--- src/rtl/msq_pkg.sv ---
// Shared types and constants for the max-score selection queue.
`default_nettype none
package msq_pkg;

    localparam int MOVE_W  = 16;
    localparam int SCORE_W = 32;
    localparam int ENTRY_W = MOVE_W + SCORE_W;

    typedef enum logic [1:0] {
        CMD_CLEAR    = 2'd0,
        CMD_INSERT   = 2'd1,
        CMD_PRIORITY = 2'd2,
        CMD_DEQUEUE  = 2'd3
    } t_cmd;

    typedef enum logic [1:0] {
        ST_OK    = 2'd0,
        ST_EMPTY = 2'd1,
        ST_FULL  = 2'd2
    } t_status;

    typedef enum logic [2:0] {
        S_IDLE,
        S_EXEC,
        S_SCAN,
        S_DRAIN,
        S_SWAP,
        S_FINISH
    } t_state;

    // Commands from the controller to the datapath.
    typedef struct packed {
        logic latch;
        logic clear_q;
        logic push;
        logic flag_full;
        logic set_prio;
        logic pop_prio;
        logic flag_empty;
        logic scan_init;
        logic scan_read;
        logic swap;
        logic load_out;
    } t_ctrl_cmd;

    // Status from the datapath to the controller.
    typedef struct packed {
        t_cmd cmd;
        logic prio_valid;
        logic empty_q;
        logic full;
        logic scan_end;
        logic out_free;
    } t_ctrl_sts;

endpackage
`default_nettype wire

--- src/rtl/msq_ctrl.sv ---
// Controller state machine of the max-score selection queue.
`default_nettype none
module msq_ctrl
    import msq_pkg::*;
(
    input  wire logic      i_clk,
    input  wire logic      i_rst_n,
    input  wire logic      i_in_valid,
    output logic           o_in_ready,
    input  wire t_ctrl_sts i_sts,
    output t_ctrl_cmd      o_cmd
);

    t_state r_state;
    t_state n_state;

    // State register.
    always_ff @(posedge i_clk) begin
        if (!i_rst_n) begin
            r_state <= S_IDLE;
        end else begin
            r_state <= n_state;
        end
    end

    // Next state and datapath commands.
    always_comb begin
        n_state    = r_state;
        o_cmd      = '0;
        o_in_ready = 1'b0;
        unique case (r_state)
            S_IDLE: begin
                o_in_ready = 1'b1;
                if (i_in_valid) begin
                    o_cmd.latch = 1'b1;
                    n_state     = S_EXEC;
                end
            end
            S_EXEC: begin
                n_state = S_FINISH;
                unique case (i_sts.cmd)
                    CMD_CLEAR: begin
                        o_cmd.clear_q = 1'b1;
                    end
                    CMD_INSERT: begin
                        if (i_sts.full) begin
                            o_cmd.flag_full = 1'b1;
                        end else begin
                            o_cmd.push = 1'b1;
                        end
                    end
                    CMD_PRIORITY: begin
                        o_cmd.set_prio = 1'b1;
                    end
                    CMD_DEQUEUE: begin
                        if (i_sts.prio_valid) begin
                            o_cmd.pop_prio = 1'b1;
                        end else if (i_sts.empty_q) begin
                            o_cmd.flag_empty = 1'b1;
                        end else begin
                            o_cmd.scan_init = 1'b1;
                            n_state         = S_SCAN;
                        end
                    end
                    default: begin
                        n_state = S_FINISH;
                    end
                endcase
            end
            S_SCAN: begin
                o_cmd.scan_read = 1'b1;
                if (i_sts.scan_end) begin
                    n_state = S_DRAIN;
                end
            end
            S_DRAIN: begin
                // The last read's data is compared in this cycle.
                n_state = S_SWAP;
            end
            S_SWAP: begin
                o_cmd.swap = 1'b1;
                n_state    = S_FINISH;
            end
            S_FINISH: begin
                if (i_sts.out_free) begin
                    o_cmd.load_out = 1'b1;
                    n_state        = S_IDLE;
                end
            end
            default: begin
                n_state = S_IDLE;
            end
        endcase
    end

endmodule
`default_nettype wire

--- config.mk ---
export PLATFORM = sky130hd
export DESIGN_NAME = msq_ctrl
export DESIGN_NICKNAME = d
export VERILOG_FILES = /design/src/rtl/msq_pkg.sv /design/src/rtl/msq_ctrl.sv
export SDC_FILE = /design/constraint.sdc
export NUM_CORES = 1
export LEC_CHECK = 0
export CORE_AREA = 2 2 39 41
export CTS_BUF_LIST = sky130_fd_sc_hd__clkbuf_4
export DETAILED_ROUTE_END_ITERATION = 8
export DIE_AREA = 0 0 41 43
export DONT_BUFFER_PORTS = 1
export GPL_TIMING_DRIVEN = 0
export PLACE_DENSITY = 0.35
export SYNTH_ARGS = -nofsm -noshare
export SYNTH_HDL_FRONTEND = slang
export SYNTH_SLANG_ARGS = --single-unit
export TNS_END_PERCENT = 50
--- constraint.sdc ---
create_clock -name i_clk -period 1.1 [get_ports i_clk]
set_clock_uncertainty 0.1 [all_clocks]
set_input_delay 0.055 -clock i_clk [delete_from_list [all_inputs] [get_ports i_clk]]
set_output_delay 0.055 -clock i_clk [all_outputs]
set_load 0.05 [all_outputs]
==> impl_metrics.toml, run 1 <==
[placed_design]
gp_congestion = 0.7244
hpwl_um = 612
port_buffers = 0
dpl_cell_area_um2 = 421.7

[worst_setup_path]
r2r_slack_ps = -390
crit_path_start_kind = "flop"
cp_slowest_cell = "nor3b_4"
cp.arrival_ps = 1490
cp_top_family = "simple AND/OR/NAND/NOR gates"
worstPathRequired_ps = 940
crit_path_max_incr_delay_ps = 520
path_class = "reg2out"
critPathBufInv = 1
crit_path_max_fanout = 5
end_kind = "output port"
path_cells = "nor2_4 -> buf_6 -> nand3_4 -> nor3b_4"

[die]
pin_count = 22
start_util = 0.2143
rows = 14
die_area_um2 = 1763
core_area_um2 = 1384
die_x_um = 41
die_height_um = 43

[power_and_ir_drop]
p_sw_frac = 0.4204
pwr-share-seq = 0.203
ir_drop_v = 0.0004743
leakagePower_nw = 0.2039
powerDensity_nw_per_um2 = 1274
p_comb_frac = 0.486
clkPwrFrac = 0.312
internal_power_w = 0.0004224
net-switching-power_w = 0.0003063

[synthesis]
avgSynthCellArea_um2 = 7.413
netlist_instances = 40
ys_seq_elements = 3
synth.distinct_cells = 23
yosys.area_share.simple = 0.5190
yosys.area_share.xor_xnor = 0
yosys_warnings = 0
synth_flop_cell = "dfxtp_1"
synth_compound_area_frac = 0.1477
synth_top_family_by_area = "simple AND/OR/NAND/NOR gates"
syn_area_um2 = 296.5
synth_fa_ha_area_frac = 0
syn-num-nets = 50
synth_edf_count = 0
synth.yosys.seq_area_share = 0.2025
async_flop_share = 0
synthMuxAreaShare = 0.05063

[timing]
hold_violations = 0
setup_viol = 15
fin_crit_sh = 1.494
layout_setup_ws_ps = -543.3
period_minus_slack_ps = 1643
rsz0062_at_grt = "true"
max_freq_mhz = 608.5
tns_ps = -5567
worstMarginPinSlew_ps = 615.1
slew-limit-headroom = 0.5895
hold_slack_ps = 54.08
slew_viol_final = 0

[global_routing]
grt_max_degree = 11
antenna_found_initial = 0
grt_overflow = 0
grt_pass1_vias = 334
grt.total_usage = 0.1278
grt_pass1_wl_mm = 1.449

[clock_tree]
clkLatencyLatePin_ps = 240
cts.clk_slew.worst_paths_ps = 40
cts_tree = "built"
cts_root_buffer = "clkbuf_4"
htree_levels = 1
clock-sinks = 3
cts_made_buffers = 3
ctsLongestPathBuffers = 2

[worst_hold_path]
hold_class = "in2reg"

[cells_and_area]
nNetsFinal = 61
largest_register = "r_state"
largest_register_ffs = 3
drive_above_1_share = 0.6400
antenna_cells = 0
synthToLayoutAreaGrowth_pct = 92.83
fin_util = 0.4132
largestRegisters = "r_state: 3 flops"
final_cell_mix = "nor2_4 (4), nor3b_4 (4), clkbuf_4 (4), buf_4 (4)"
nFillCells = 146
design_area_um2 = 571.8

[outcome]
status = "complete, but fails checks"
violations = "negative setup slack"

[detailed_routing]
wirelength_um = 926
viasPerCell = 5.182
wire_per_inst_um = 14.03
drc = 0
initialDrtViolationCount = 4
vias = 342
firstDrtPassIters = 3
final_antenna_net_count = 0

[job]
drv_cap = 0
## cell type report
cell class / instances / area [um2] / share of cell area
multi-input cells: 33 / 359.1 / 0.6280
repair buffers: 7 / 71.32 / 0.1247
flip-flops and latches: 3 / 68.82 / 0.1204
clock buffers: 4 / 30.03 / 0.05252
well taps: 16 / 20.02 / 0.03501
plain buffers: 1 / 15.01 / 0.02626
inverters: 2 / 7.507 / 0.01313
## path summary, 6_finish.rpt
| check | from | end | cells after the start |
|---|---|---|---|
| setup / recovery | r_state[1] | o_cmd[7] | 4 |
| setup reg to reg | r_state[0] | r_state[2] | 5 |
| hold reg to reg | r_state[2] | r_state[1] | 1 |
| hold / removal | i_sts[1] | r_state[0] | 3 |
## routing by layer
layer | part of all wire | track usage | vias up
met4 | 0.024 | 0.08000 | 0
met1 | 0.39 | 0.1327 | 163
li1 | - | - | 164
met5 | 0 | 0 | -
met3 | 0.078 | 0.08377 | 2
met2 | 0.51 | 0.1813 | 13
## cell usage after synthesis, types with 2 or more instances
| master | number | area share |
|---|---|---|
| nand2_1 | 2 | 0.025 |
| dfxtp_1 | 3 | 0.20 |
| nor2_1 | 4 | 0.051 |
| nor3b_1 | 4 | 0.10 |
| inv_1 | 2 | 0.025 |
| o21ai_0 | 2 | 0.034 |
| nand4bb_1 | 2 | 0.076 |
| nor3_1 | 3 | 0.051 |
| a21oi_1 | 4 | 0.068 |
## worst register-to-register path, delay by kind of cell, from the launching register on
kind	cells	cell delay, ps
and+or+nand+nor	1	520
DFF	1	330
AOI/OAI and AO/OA	2	190
buffers and inverters	2	270
## per-stage QoR
| stage | total power, W | worst slack, ps | std cells |
|---|---|---|---|
| 3_3_place_gp | 0.0004138 | -372.2 | 56 |
| 3_5_place_dp | 0.0004122 | -377.3 | 56 |
| 5_1_grt | 0.0007755 | -599.2 | 66 |
| 4_1_cts | 0.0006638 | -591.0 | 64 |
| 6_report | 0.0007287 | -543.3 | 66 |
| 2_1_floorplan | 0.0003905 | -329.1 | 40 |
## power groups by stage
| stage | combinational [W] | sequential [W] | clock (W) |
|---|---|---|---|
| after floorplan | 0.000248 | 0.000142 | 0 |
| after detailed placement | 0.000264 | 0.000148 | 0 |
| after global routing | 0.000373 | 0.000151 | 0.000252 |
| after global placement | 0.000266 | 0.000148 | 0 |
| after CTS | 0.000286 | 0.000147 | 0.000231 |
| final | 0.000354 | 0.000148 | 0.000227 |
## kinds of logic (layout without fill, tap and decap cells)
group	Yosys count	after routing
buf+inv	4	14
flops	3	3
mux	1	1
compound gates	8	8
simple gates	24	24
## repair_timing
action / 4_1_cts / 5_1_grt
endpoints found under the hold margin: 3 / 0
setup endpoints to repair: 15 / 15
gates resized for setup: 8 / 10
pin swaps: 5 / 12
buffers inserted: 3 / 3
hold buffers: 1 / 0
gates cloned: 0 / 0
(Power assumes the default switching activity.)
==> run 2, diff against run 1 <==
PLACE_DENSITY = 0.47   (was 0.35)
SKIP_CTS_REPAIR_TIMING = 1   (was not set)
==> run 2 against run 1 <==
Effect of this change: the flow still finishes with violations (negative setup slack); via count down 1.8%; critical path depth fell by 1; largest power group unchanged; routed wire length fell by 11%; non-clock buffer count decreased by 1; highest routed layer is now met3.
==> impl_metrics.toml, run 2 (synthesized netlist as in run 1, its figures left out) <==
[worst_setup_path]
path_cells = "buf_6 -> nor3_4 -> and2_4"
crit_path_max_fanout = 8
path_class = "reg2out"
cp.arrival_ps = 1520
worstPathRequired_ps = 940
end_kind = "output port"
cp_slowest_cell = "nor3_4"
crit_path_start_kind = "flop"
crit_path_max_incr_delay_ps = 510

[detailed_routing]
initialDrtViolationCount = 7
final_antenna_net_count = 0
wirelength_um = 828
viasPerCell = 5.169
drc = 0
wire_per_inst_um = 12.74
vias = 336
firstDrtPassIters = 4

[power_and_ir_drop]
p_total_w = 0.0006597
leakagePower_nw = 0.1891
ir_drop_v = 0.0003799
powerDensity_nw_per_um2 = 1271

[clock_tree]
cts.clk_slew.worst_paths_ps = 40
htree_levels = 1
cts_made_buffers = 3
clock-sinks = 3
ctsLongestPathBuffers = 2
cts_root_buffer = "clkbuf_4"
cts_tree = "built"
clkLatencyLatePin_ps = 230

[global_routing]
grt.total_usage = 0.09839
antenna_found_initial = 0
grt_max_degree = 11
use_met1 = 0.1061
grt_pass1_wl_mm = 1.193
grt_util_met3 = 0.03665
met2_usage = 0.1438
grt_overflow = 0
grt_pass1_vias = 299
top_usage_layer = "met2"

[timing]
hold_slack_ps = 66.61
layout_setup_ws_ps = -570.1
rsz0062_at_grt = "true"
fin_crit_sh = 1.518
period_minus_slack_ps = 1670
setup_viol = 15
slew-limit-headroom = 0.5948
worstMarginPinSlew_ps = 607.2
tns_ps = -6225
slew_viol_final = 0
max_freq_mhz = 598.8
hold_violations = 0

[cells_and_area]
antenna_cells = 0
largest_register = "r_state"
design_area_um2 = 519.2
largest_register_ffs = 3
synthToLayoutAreaGrowth_pct = 75.11
finalNonFillerCells = 65
final_cell_mix = "nor3b_4 (4), a21oi_1 (4), clkbuf_4 (4)"
largestRegisters = "r_state: 3 flops"
nNetsFinal = 60
drive_above_1_share = 0.5714

[die]
die_area_um2 = 1763
rows = 14
core_area_um2 = 1384
die_height_um = 43
die_x_um = 41
start_util = 0.2143
pin_count = 22

[placed_design]
gp_congestion = 0.7055
hpwl_um = 631.9
port_buffers = 0
dp.cells = 56
dpl_cell_area_um2 = 421.7

[job]
drv_cap = 0

[outcome]
status = "complete, but fails checks"
violations = "negative setup slack"

[worst_hold_path]
hold_class = "in2reg"
-- run 2: worst max-delay path, delay by kind of cell, from the launching register on --
| kind | cells | cell delay, ps |
|---|---|---|
| buffers and inverters | 1 | 130 |
| flip-flops | 1 | 300 |
| AND/OR/NAND/NOR | 2 | 850 |
-- run 2: power breakdown --
| part | internal (W) | switching, W |
|---|---|---|
| registers | 0.000123 | 0.0000230 |
| logic | 0.000105 | 0.000194 |
| clock network | 0.000160 | 0.0000538 |
-- run 2: final timing paths --
| check | from | end | slack [ps] | depth (start not counted) |
|---|---|---|---|---|
| setup / recovery | r_state[1] | o_cmd[10] | -570 | 3 |
| hold / removal | i_sts[0] | r_state[0] | 70 | 3 |
| setup reg to reg | r_state[1] | r_state[2] | -430 | 5 |
| hold reg to reg | r_state[2] | r_state[1] | 530 | 1 |
-- run 2: final cells by class --
type                       count  area (um2)
multi-input combinational     33       332.8
inverter                       2       7.507
fill                         143       864.6
clock buffer                   4       30.03
buffer                         2       22.52
sequential                     3       62.56
timing repair buffer           5       43.79
tap                           16       20.02
-- run 2: stage by stage --
step | worst slack, ps | utilization
2_1_floorplan | -329.1 | -
3_3_place_gp | -362.8 | 0.3047
3_5_place_dp | -371.4 | 0.3047
4_1_cts | -624.2 | 0.3264
5_1_grt | -622.6 | 0.3752
6_report | -570.1 | 0.3752
-- run 2: layer usage --
metal  share of wire  wire (um)  up-vias
met4               0          0        0
met5               0          0        -
met3           0.088         73        0
met1            0.36        299      163
li1                -          -      162
met2            0.55        454       11
==> run 3, diff against run 2 <==
BUFFER_PORTS_ARGS = -buffer_cell sky130_fd_sc_hd__buf_2   (was not set)
DONT_BUFFER_PORTS = not set   (was 1)
PLACE_DENSITY = 0.62   (was 0.47)
==> run 3 against run 2 <==
Effect of this change: the flow finishes with violations (negative hold slack, negative setup slack); sequential power is essentially flat; critical path depth grew 2; hold slack lost 76 ps; sequential share of layout area shrank 2.7 points; power grew 14%; die area is the same; flip-flop and latch count is the same; register-to-register slack gained 150 ps; final cell count grew 29%.
==> impl_metrics.toml, run 3 (synthesized netlist as in run 1, its figures left out) <==
[cells_and_area]
antenna_cells = 0
fin_util = 0.4819
final_cell_mix = "buf_6 (11), buf_2 (9), clkbuf_4 (5)"
nNetsFinal = 79
largest_register = "r_state"
largest_register_ffs = 3
synthToLayoutAreaGrowth_pct = 124.9
largestRegisters = "r_state: 3 flops"
mostFrequentLayoutCell = "buf_6"
nFillCells = 144
drive_above_1_share = 0.7206

[job]
drv_cap = 0

[die]
die_x_um = 41
die_height_um = 43
core_area_um2 = 1384
die_area_um2 = 1763
rows = 14
start_util = 0.2143
pin_count = 22

[global_routing]
grt.total_usage = 0.1168
grt_pass1_wl_mm = 1.283
grt_pass1_vias = 339
grt_max_degree = 11
grt_overflow = 0
antenna_found_initial = 0
top_usage_layer = "met2"
use_met1 = 0.1039
met2_usage = 0.1750
grt_util_met3 = 0.03665

[placed_design]
hpwl_um = 664.2
port_buffers = 21
gp_congestion = 0.7920

[timing]
slew-limit-headroom = 0.8387
period_minus_slack_ps = 1510
max_freq_mhz = 662.2
worstMarginPinSlew_ps = 240.6
rsz0062_at_grt = "true"
fin_crit_sh = 1.373
slew_viol_final = 0
hold_slack_ps = -9.792
hold_violations = 1
setup_viol = 15
layout_setup_ws_ps = -410.1

[outcome]
violations = "negative hold slack, negative setup slack"
status = "complete, but fails checks"

[detailed_routing]
wirelength_um = 922
firstDrtPassIters = 2
final_antenna_net_count = 0
initialDrtViolationCount = 3
drc = 0
wire_per_inst_um = 10.98
viasPerCell = 4.798
vias = 403

[clock_tree]
ctsLongestPathBuffers = 2
cts.clk_slew.worst_paths_ps = 40
cts_made_buffers = 3
clock-sinks = 3
cts_root_buffer = "clkbuf_4"
htree_levels = 1
cts_tree = "built"
clkLatencyLatePin_ps = 240

[worst_setup_path]
cp.arrival_ps = 1360
crit_path_max_fanout = 5
timing.rr.start = "r_state[1]"
cp_slowest_cell = "dfxtp_1"
rr_worst_depth = 5
critPathBufInv = 2
end_kind = "output port"
path_cells = "buf_6 -> nor2_4 -> nand4_1 -> nor3b_4 -> buf_6"
rr_endpoint = "r_state[2]"
cp_top_family = "simple AND/OR/NAND/NOR gates"
crit_path_max_incr_delay_ps = 300
path_class = "reg2out"
crit_path_start_kind = "flop"
worstPathRequired_ps = 940
cp_common_cell = "buf_6"
r2r_slack_ps = -280

[power_and_ir_drop]
p_total_w = 0.0007494
internal_power_w = 0.0004473
powerDensity_nw_per_um2 = 1124
clkPwrFrac = 0.295
p_comb_frac = 0.511
net-switching-power_w = 0.0003020
ir_drop_v = 0.0004742
leakagePower_nw = 0.2894
p_sw_frac = 0.4031
pwr-share-seq = 0.194

[worst_hold_path]
worstHoldEndpoint = "r_state[1]"
min_path_cells = 2
hold_class = "in2reg"
hold_start = "i_rst_n"
[run 3: cell types whose count changed in the layout (fill, tap and decap cells not counted), moves of 2 or more]
cell	delta
nor2_2	+2
buf_6	+8
buf_2	+9
nor2_4	-2
[run 3: stage by stage]
stage,cells,setup WS (ps),setup TNS [ps],instance area [um2]
after floorplan,40,-329.1,-2425,401.6
after global placement,77,-258.7,-1972,526.8
after detailed placement,77,-272.3,-2093,526.8
after CTS,81,-529.8,-5169,556.8
after global routing,84,-498.2,-5411,666.9
final,84,-410.1,-4558,666.9
[run 3: power by group through the flow]
stage          combinational [W]  clock [W]  sequential (W)
4_1_cts                 0.000316   0.000231        0.000146
3_5_place_dp            0.000315          0        0.000148
6_report                0.000383   0.000221        0.000146
2_1_floorplan           0.000248          0        0.000142
3_3_place_gp            0.000312          0        0.000147
5_1_grt                 0.000406   0.000230        0.000149
[run 3: worst max path at each step]
| stage | to | from | depth (start not counted) | slack (ps) |
|---|---|---|---|---|
| after CTS | o_cmd[4] | r_state[1] | 5 | -530 |
| final | o_cmd[4] | r_state[1] | 5 | -410 |
| after floorplan | o_cmd[10] | r_state[0] | 3 | -330 |
| after detailed placement | o_cmd[4] | r_state[1] | 5 | -270 |
| after global placement | o_cmd[4] | r_state[1] | 5 | -260 |
| after global routing | o_cmd[4] | r_state[1] | 5 | -500 |
[run 3: per-layer routing]
metal  wire, um  up-vias  share of wire
met3         65        4          0.070
met2        459       20           0.50
li1           -      202              -
met5          0        -              0
met1        361      177           0.39
met4         35        0          0.038
[run 3: area by class of cell]
cell class,count,area [um2],share of cell area
Clock buffer,4,30.03,0.04503
Sequential cell,3,62.56,0.09381
Tap cell,16,20.02,0.03002
Timing Repair Buffer,24,198.9,0.2983
Inverter,2,7.507,0.01126
Buffer,2,22.52,0.03377
Multi-Input combinational cell,33,325.3,0.4878
